## config.mk

```make
export PLATFORM = sky130hd
export DESIGN_NAME = otc_ram
export DESIGN_NICKNAME = d
export VERILOG_FILES = /design/src/hw/rtl/otc_ram.sv
export SDC_FILE = /design/constraint.sdc
export NUM_CORES = 1
export LEC_CHECK = 0
export BUFFER_PORTS_ARGS = -buffer_cell sky130_fd_sc_hd__buf_4
export CAP_MARGIN = 20
export CORE_ASPECT_RATIO = 1.25
export CORE_MARGIN = 4
export CORE_UTILIZATION = 37
export DETAILED_ROUTE_END_ITERATION = 8
export PLACE_DENSITY = 0.52
export SLEW_MARGIN = 10
export SYNTH_ARGS = -nofsm -noshare
export SYNTH_HDL_FRONTEND = slang
export SYNTH_SLANG_ARGS = --single-unit
```

## constraint.sdc

```tcl
create_clock -name clk -period 3.12 [get_ports clk]
set_input_delay 0.312 -clock clk [delete_from_list [all_inputs] [get_ports clk]]
set_output_delay 0.312 -clock clk [all_outputs]
set_load 0.1 [all_outputs]
```

## src/hw/rtl/otc_ram.sv

```systemverilog
`default_nettype none
module otc_ram #(
    parameter int WIDTH = 16,
    parameter int DEPTH = 16
) (
    input  wire logic                     clk,
    input  wire logic                     we,
    input  wire logic [$clog2(DEPTH)-1:0] waddr,
    input  wire logic [WIDTH-1:0]         wdata,
    input  wire logic [$clog2(DEPTH)-1:0] raddr,
    output logic      [WIDTH-1:0]         rdata
);
    logic [WIDTH-1:0] mem [DEPTH];

    always_ff @(posedge clk)
    begin
        if (we)
        begin
            mem[waddr] <= wdata;
        end
        rdata <= mem[raddr];
    end
endmodule
`default_nettype wire
```

==> Word-level counts from Yosys, hierarchy flattened <==
Memories as Yosys holds them, arrays and structs flattened. A register that Yosys moved wholly into a read port is not among the register bits.
Cells that the tools add are included.
{ "op_classes": {"n_mul": 0, "div": 0, "n_addsub": 0, "reduce_logical": 0, "n_mux": 2, "shifts": 0, "bitwise_logic": 0, "magnitude_cmp": 0, "eq_ne": 0} }
{ "op_table": {"columns": ["operator", "n"], "rows": [
  ["$mux 1", 2]
]} }
{ "totals": {"ff_bits": 0, "latch_bits": 0, "ramBits": 256, "mem_count": 1, "romBits": 0, "in_bits": 26, "output_inout_bits": 16} }
{ "memory_table": {"columns": ["memory", "words", "word_bits", "read_ports", "rd_clocked_by_memory_dff", "wr", "line", "text"], "rows": [
  ["mem", 16, 16, 1, 1, 1, "13", "logic [WIDTH-1:0] mem [DEPTH];"]
]} }

==> Logic depth before layout (Yosys ltp) <==
Gate-level depths: netlist (run 1).
{ "logic_depth": {"depth_word": 2, "depth_mapped": 5} }

==> Worst setup path after synthesis (run 1) <==
No wires, ideal clock.
{ "synth_timing": {"path_kind": "input to register", "from": "in waddr[2]", "to": "mem mem[0][0] (enable)", "arrival_ps": 1958, "setup_time_ps": 409, "slack_ps": 753, "path_buffers": 0, "stages": 2, "path_cell_list": "or3b_2 nor3_1"} }
{ "synth_rtl": {"columns": ["element", "line", "text"], "rows": [
  ["start, declared", "8", "input wire logic [$clog2(DEPTH)-1:0] waddr,"],
  ["end, declared", "13", null]
]} }
Straight into the memory's write port.

==> Worst setup path in the final report (run 1) <==
{ "layout_timing": {"from": "in waddr[3]", "to": "mem mem[4][14] (enable)"} }
Straight into the memory's write port.

==> impl_metrics.json, run 1 <==
{
  "drv_cap": 0,
  "fin_crit_ps": 1630,
  "routedWlPerCell_microns": 24.9,
  "slew_viol_final": 0,
  "min_from": "wdata[3]",
  "area.sequential_sq_mm": 0.00801,
  "finalHoldViolCount": 0,
  "cts.path.max_buffers": 3,
  "synth-compound-area-share_pct": 2.39,
  "netlist_area_sq_mm": 0.0100,
  "end_kind": "flop",
  "worstPathCellList": "buf_4 -> nand3b_1 -> nor3_2 -> buf_4",
  "multi_input_area_sq_mm": 0.00196,
  "ant_nets": 0,
  "whs_endpoint": "mem[9][3]",
  "ctsResizeCount": 0,
  "cts_tree": "yes",
  "hold_buffers": 0,
  "p_total_mw": 7.45,
  "fin_nets": 529,
  "r2r_slack_ps": 1800,
  "drc": 0,
  "path_class": "input port to flop",
  "diodes": 0,
  "r2r-end": "rdata[7]",
  "antenna_found_initial": 0,
  "clock-sinks": 272,
  "ys_warn_count": 0,
  "rsz0062_at_grt": "false",
  "syn_area_per_cell_sq_um": 23.2,
  "r2r.worst_path.cells": 3,
  "initial_core_util_pct": 37.4,
  "routed_wl_mm": 21.5,
  "gp_congestion": 0.694,
  "grt_max_degree": 35,
  "firstDrtPassIters": 6,
  "cts_setup_buffers": 0,
  "fillers": 2327,
  "die-area_sq_mm": 0.0299,
  "cts-htree-levels": 1,
  "critPathLaunchType": "input port",
  "synth_xor_area_share_pct": 0,
  "areaGrowthSynthToFinish_pct": 16.1,
  "io-pin-count": 42,
  "outcome": "finished clean",
  "numCtsBuffers": 25,
  "grt-ovfl-total": 0,
  "synth_fp_nets": 458,
  "arrival_ps": 1830,
  "synth_top_family_by_area": "multiplexers",
  "clk_pin_slew_worst_paths_ps": 60,
  "grt_pass1_wl_mm": 31.9,
  "fin_tns_setup_ps": 0,
  "final_common_cell": "edfxtp_1",
  "die_h_microns": 192,
  "tightestPinTransition_ps": 1070,
  "hold_path_class": "input port to flop",
  "slowest_delay_ps": 770,
  "root_buffer": "clkbuf_16",
  "die_x_microns": 155,
  "ir_drop_v": 0.000349,
  "synth.distinct_cells": 19,
  "vias_per_cell": 5.28,
  "portBuffers": 41,
  "clk_latency_ps": 510,
  "core_sq_mm": 0.0268,
  "synth_fa_ha_area_share_pct": 0,
  "yosys.area_share.simple_pct": 1.92,
  "vias": 4570,
  "critPathMaxFanout": 9,
  "whs_path_depth": 1,
  "p_per_area_mw_per_mm2": 639,
  "drt_iter0_markers": 345,
  "slowest_stage": "nor3_2",
  "crit_top_cell": "buf_4",
  "cp.required_ps": 3320,
  "synthCells": 432,
  "hpwl_mm": 12.4,
  "placementRows": 67,
  "fin_crit_sh_pct": 52.2,
  "max_slew_margin_pct": 28.5,
  "synth_mux_area_share_pct": 14.7,
  "clock.fmax_ghz": 0.613,
  "p_leak_nw": 3.77,
  "grt_use_total_pct": 14.6,
  "finalSetupViolations": 0,
  "fin_worst_skew_ps": 14.6,
  "ys_seq_elements": 272,
  "r2r-start": "mem[0][7]",
  "drive_above_1_share_pct": 32.6,
  "layout_common_cells": "edfxtp_1, buf_4, mux4_2",
  "seq_area_frac_synth_pct": 79.7,
  "first_global_vias": 4933
}
[cell type report]
class,count,area share [%]
timing repair buffer,65,4.40
clock buffer,36,6.06
clock inverter,9,0.354
tap,345,3.70
sequential,272,68.6
multi-input combinational,139,16.8
[worst max path at each step]
| stage | startpoint | to | slack [ps] | cells after the start |
|---|---|---|---|---|
| after floorplan | waddr[2] | mem[0][0] | 750 | 2 |
| after global placement | waddr[3] | mem[4][14] | 930 | 4 |
| after CTS | waddr[3] | mem[4][14] | 1430 | 4 |
| after global routing | waddr[3] | mem[4][14] | 1360 | 4 |
| final | waddr[3] | mem[4][14] | 1490 | 4 |
| after detailed placement | waddr[3] | mem[4][12] | 920 | 4 |
[cells by family (layout without fill, tap and decap cells)]
kind of cell	Yosys count	count (layout)
multiplexers	64	64
buffers and inverters	21	110
AO/OA/AOI/OAI	32	32
AND/OR/NAND/NOR	43	43
flip-flops	272	272
[critical path, delay by kind of cell]
family | cells | cell delay (ps)
buffers and inverters | 2 | 470
and+or+nand+nor | 2 | 1040
[power breakdown]
part           leakage, nW  switching [mW]  internal, mW
clock                0.365            1.22          1.57
combinational        0.955           0.384         0.176
sequential            2.45          0.0230          4.08
total                 3.77            1.62          5.83
[per-stage QoR]
step	utilization (%)	setup WS [ps]	hold slack [ps]	std cells	area [sq um]
after CTS	43.5	1430	73.2	866	11700
after floorplan	-	753	411	432	10000
final	43.5	1490	93.0	866	11700
after detailed placement	40.7	915	618	821	10900
after global placement	40.7	933	606	821	10900
after global routing	43.5	1360	91.2	866	11700
[metal layers]
metal  vias up  wire (microns)  global-route usage, %
met3        24            1200                   2.73
met1      2442            9050                   19.5
met2       123           10900                   24.8
met4         0             382                   3.70
li1       1981               -                      -
met5         -               0                      0
[cell usage after synthesis, drive strengths merged]
master,instances,area share [%]
edfxtp,256,77
mux4,64,15
a22oi,32,2.4
nand2,17,0.64
dfxtp,16,3.2
buf,13,0.93
nor2,13,0.49
clkbuf,8,0.30
nor3,4,0.20
nand2b,2,0.12
nand3b,2,0.15
nor2b,2,0.12
and2,1,0.062
nand3,1,0.050
or3b,1,0.087
[registers in the layout, summed over array words and instances, names as in the netlist]
signal,cells
rdata,16
mem,256
Note: power is estimated with default switching activity, not from simulation.
==> run 2, diff against run 1 <==
- clock period: 3.12 -> 1.69 ns (I/O delays scaled with it)
==> run 2 against run 1 <==
Net effect: non-clock buffer count is 23 higher; power is 88% higher; wire length is 2.6% lower; highest routed layer unchanged; sequential power is 84% higher; first-iteration DRC count is 4.6% higher.
==> impl_metrics.json, run 2 (synthesized netlist as in run 1, its figures left out) <==
{
  "clock.fmax_ghz": 0.734,
  "portBuffers": 41,
  "placementRows": 67,
  "rsz0062_at_grt": "false",
  "tightestPinTransition_ps": 992,
  "crit_end": "rdata[3]",
  "p_leak_nw": 3.96,
  "grt-ovfl-total": 0,
  "r2r_slack_ps": 330,
  "drt_iter0_markers": 361,
  "cp.required_ps": 2070,
  "drv_cap": 0,
  "slew_viol_final": 0,
  "final_common_cell": "edfxtp_1",
  "min_from": "waddr[0]",
  "initial_core_util_pct": 37.4,
  "areaGrowthSynthToFinish_pct": 21.4,
  "numCtsBuffers": 25,
  "fin_crit_sh_pct": 80.7,
  "layout_common_cells": "edfxtp_1, mux4_2, buf_4",
  "ir_drop_v": 0.000592,
  "fin_util_pct": 45.4,
  "drive_above_1_share_pct": 32.7,
  "gp_congestion": 0.691,
  "core_sq_mm": 0.0268,
  "largestRegisters": "mem x256, rdata x16",
  "finalHoldViolCount": 0,
  "routedWlPerCell_microns": 23.6,
  "cts_tree": "yes",
  "cts.path.max_buffers": 3,
  "hpwl_mm": 11.7,
  "r2r.worst_path.cells": 3,
  "antenna_found_initial": 0,
  "finalWorstSetupSlack_ps": 327,
  "drc": 0,
  "critPathLaunchType": "flop",
  "die-area_sq_mm": 0.0299,
  "io-pin-count": 42,
  "grt_use_total_pct": 14.4,
  "p_per_area_mw_per_mm2": 1150,
  "r2r-end": "rdata[3]",
  "grt_max_degree": 31,
  "hold_path_class": "input port to flop",
  "r2r-start": "mem[11][3]",
  "fin_nets": 552,
  "preCtsSetupSlack_ps": 23.3,
  "crit_start": "mem[11][3]",
  "path_class": "flop to flop",
  "root_buffer": "clkbuf_16",
  "clock-sinks": 272,
  "ctsResizeCount": 0,
  "placedCellCount": 828,
  "outcome": "finished clean",
  "critPathMaxFanout": 1,
  "p_total_mw": 14.0,
  "finalSetupViolations": 0,
  "cts_setup_buffers": 0,
  "fin_tns_setup_ps": 0,
  "clk_pin_slew_worst_paths_ps": 70,
  "cts-htree-levels": 1,
  "ant_nets": 0,
  "vias_per_cell": 5.21,
  "max_slew_margin_pct": 33.9,
  "regMostFlops": "mem",
  "fillers": 2258,
  "clk_latency_ps": 510,
  "diodes": 0,
  "grt_pass1_wl_mm": 31.8,
  "arrival_ps": 1740,
  "vias": 4632,
  "firstDrtPassIters": 4,
  "fin_crit_ps": 1360,
  "die_x_microns": 155,
  "end_kind": "flop",
  "largest_register_ffs": 256,
  "fin_worst_skew_ps": 6.87,
  "die_h_microns": 192,
  "first_global_vias": 5033,
  "routed_wl_mm": 21.0,
  "hold_buffers": 16,
  "stdcell_count": 889
}
run 2: area by class of cell:
class / count / area (sq um) / share of cell area (%)
clock inverter: 12 / 111 / 0.913
clock buffer: 33 / 666 / 5.46
timing repair buffer: 88 / 988 / 8.11
tap: 345 / 432 / 3.54
sequential: 272 / 8010 / 65.7
multi-input combinational: 139 / 1990 / 16.3
run 2: stage by stage:
stage                     hold WS [ps]  instance area [sq um]
final                              242                  12200
after global routing               237                  12200
after CTS                          224                  12200
after detailed placement           470                  11300
after global placement             459                  11300
after floorplan                    268                  10100
run 2: per-layer routing:
metal  up-vias  global-route usage [%]  routed length, microns
met4         0                    4.11                     425
li1       2028                       -                       -
met2       114                    24.4                   10700
met5         -                       0                       0
met1      2461                    19.6                    8540
met3        29                    1.89                    1340
run 2: worst min path at each step:
| stage | endpoint | cells past startpoint |
|---|---|---|
| after CTS | mem[12][12] | 3 |
| final | mem[12][12] | 3 |
| after detailed placement | mem[5][11] | 1 |
| after global placement | mem[8][15] | 1 |
| after global routing | mem[12][12] | 3 |
| after floorplan | mem[0][0] | 0 |
run 2: worst max-delay path, stage by stage (launching register included):
cell and delay (ps):
edfxtp_1 360, mux4_2 480, a22oi_1 300, nand2_1 100
run 2: report_power, final:
| group | internal [mW] | total (mW) | switching (mW) |
|---|---|---|---|
| Sequential | 7.54 | 7.58 | 0.0430 |
| Combinational | 0.393 | 1.11 | 0.717 |
| Clock | 3.07 | 5.34 | 2.26 |
==> run 3, diff against run 2 <==
- PLACE_DENSITY: 0.52 -> 0.54
- clock period: 1.69 -> 1.1 ns (I/O delays scaled with it)
==> run 3 against run 2 <==
Net effect: the run now ends with setup timing left; die area unchanged; sequential power rose by 54%; non-clock buffer count rose by 22; utilization is 2.7 points higher; critical endpoint is now rdata[13]; register-to-register slack worse by 490 ps; highest routed layer unchanged; worst setup slack worse by 490 ps; final cell count grew 2.9%; wire length grew 4.3%; global-route usage increased by 0.67 points.
==> impl_metrics.json, run 3 (synthesized netlist as in run 1, its figures left out) <==
{
  "outcome": "finished with violations",
  "violations": "setup timing",
  "cp.required_ps": 1500,
  "finalHoldViolCount": 0,
  "die-area_sq_mm": 0.0299,
  "grt_use_total_pct": 15.0,
  "largestRegisters": "mem x256, rdata x16",
  "p_per_area_mw_per_mm2": 1720,
  "slowest_stage": "mux4_2",
  "p_seq_share_pct": 52.6,
  "routedWlPerCell_microns": 23.9,
  "pwr-share-comb_pct": 9.4,
  "drt_iter0_markers": 265,
  "critPathLaunchType": "flop",
  "placedCellCount": 850,
  "clk_latency_ps": 530,
  "gp_congestion": 0.715,
  "die_x_microns": 155,
  "whs_ps": 124,
  "grt_max_degree": 27,
  "initial_core_util_pct": 37.4,
  "drc": 0,
  "arrival_ps": 1660,
  "routed_wl_mm": 21.9,
  "p_int_mw": 17.4,
  "grt-ovfl-total": 0,
  "core_sq_mm": 0.0268,
  "hold_path_class": "input port to flop",
  "portBuffers": 41,
  "worstPathCellList": "mux4_2 -> a22oi_2 -> nand2_1",
  "cts_tree": "yes",
  "finalSetupViolations": 32,
  "r2r.worst_path.cells": 3,
  "critPathMaxFanout": 1,
  "firstDrtPassIters": 4,
  "io-pin-count": 42,
  "swShare_pct": 21.9,
  "path_class": "flop to flop",
  "drive_above_1_share_pct": 45.3,
  "slowest_delay_ps": 480,
  "whs_path_depth": 4,
  "cts-htree-levels": 1,
  "vias_per_cell": 5.17,
  "largest_register_ffs": 256,
  "crit_family": "multiplexers",
  "finalWorstSetupSlack_ps": -161,
  "grt_pass1_wl_mm": 32.9,
  "fin_util_pct": 48.2,
  "clock.fmax_ghz": 0.793,
  "max_slew_margin_pct": 81.9,
  "areaGrowthSynthToFinish_pct": 28.7,
  "final_common_cell": "edfxtp_1",
  "ir_drop_v": 0.00106,
  "p_total_mw": 22.2,
  "ant_nets": 0,
  "diodes": 0,
  "die_h_microns": 192,
  "vias": 4729,
  "fin_worst_skew_ps": 13.2,
  "fin_nets": 576,
  "numCtsBuffers": 27,
  "layout_common_cells": "edfxtp_1, mux4_2, buf_12",
  "fillers": 2197,
  "end_kind": "flop",
  "tightestPinTransition_ps": 270,
  "fin_crit_sh_pct": 115,
  "cts_setup_buffers": 0,
  "placementRows": 67,
  "clock-sinks": 272,
  "critPathBufInv": 0,
  "stdcell_count": 915,
  "cts.path.max_buffers": 3,
  "regMostFlops": "mem",
  "slew_viol_final": 0,
  "antenna_found_initial": 0,
  "clkPwrFrac_pct": 38.0,
  "p_leak_nw": 4.18,
  "preCtsSetupSlack_ps": -452,
  "first_global_vias": 5154,
  "clk_pin_slew_worst_paths_ps": 60,
  "root_buffer": "clkbuf_16",
  "fin_crit_ps": 1260,
  "rsz0062_at_grt": "true",
  "hpwl_mm": 12.4,
  "drv_cap": 0,
  "switchingPower_mw": 4.88,
  "cp.depth": 3
}
run 3: metal layers:
| metal | vias up | wire, microns | track usage (%) |
|---|---|---|---|
| li1 | 2068 | - | - |
| met1 | 2528 | 9320 | 20.7 |
| met2 | 105 | 11200 | 25.6 |
| met3 | 28 | 916 | 1.94 |
| met4 | 0 | 415 | 3.81 |
| met5 | - | 0 | 0 |
run 3: final cells by class:
type | count | area (sq um) | share of cell area (%)
sequential | 272 | 8030 | 62.1
multi-input combinational | 139 | 2160 | 16.7
timing repair buffer | 110 | 1480 | 11.4
clock buffer | 40 | 774 | 5.99
tap | 345 | 432 | 3.34
clock inverter | 9 | 50.0 | 0.387
run 3: tightest hold or removal path: cells and delay by family:
family | cells | cell delay, ps
and+or+nand+nor | 1 | 50
AOI/OAI and AO/OA | 1 | 70
muxes | 1 | 250
buffers and inverters | 1 | 140
run 3: path summary, 6_finish.rpt:
check                                 start        end  slack, ps
worst min register to register  mem[14][10]  rdata[10]        660
worst min-delay path               raddr[0]   rdata[1]        120
worst max register to register  mem[11][13]  rdata[13]       -160
worst max-delay path            mem[11][13]  rdata[13]       -160
run 3: timing repair:
action,CTS,global route
hold buffers,16,0
endpoints found under the hold margin,256,0
setup endpoints to repair,32,32
pin swaps,7,1
resized for setup,78,16
run 3: power groups by stage:
| stage | Sequential [mW] | Clock, mW | Combinational (mW) |
|---|---|---|---|
| after global routing | 11.7 | 9.08 | 2.21 |
| final | 11.7 | 8.45 | 2.09 |
| after floorplan | 12.4 | 0 | 0.633 |
| after global placement | 11.9 | 0 | 1.81 |
| after detailed placement | 11.9 | 0 | 1.83 |
| after CTS | 11.7 | 8.68 | 2.09 |
run 3: stage by stage:
| step | TNS, ps | area (sq um) |
|---|---|---|
| 2_1_floorplan | -29250 | 10200 |
| 3_3_place_gp | -55070 | 11600 |
| 3_5_place_dp | -58140 | 11600 |
| 4_1_cts | -3150 | 12800 |
| 5_1_grt | -3780 | 12900 |
| 6_report | -2440 | 12900 |
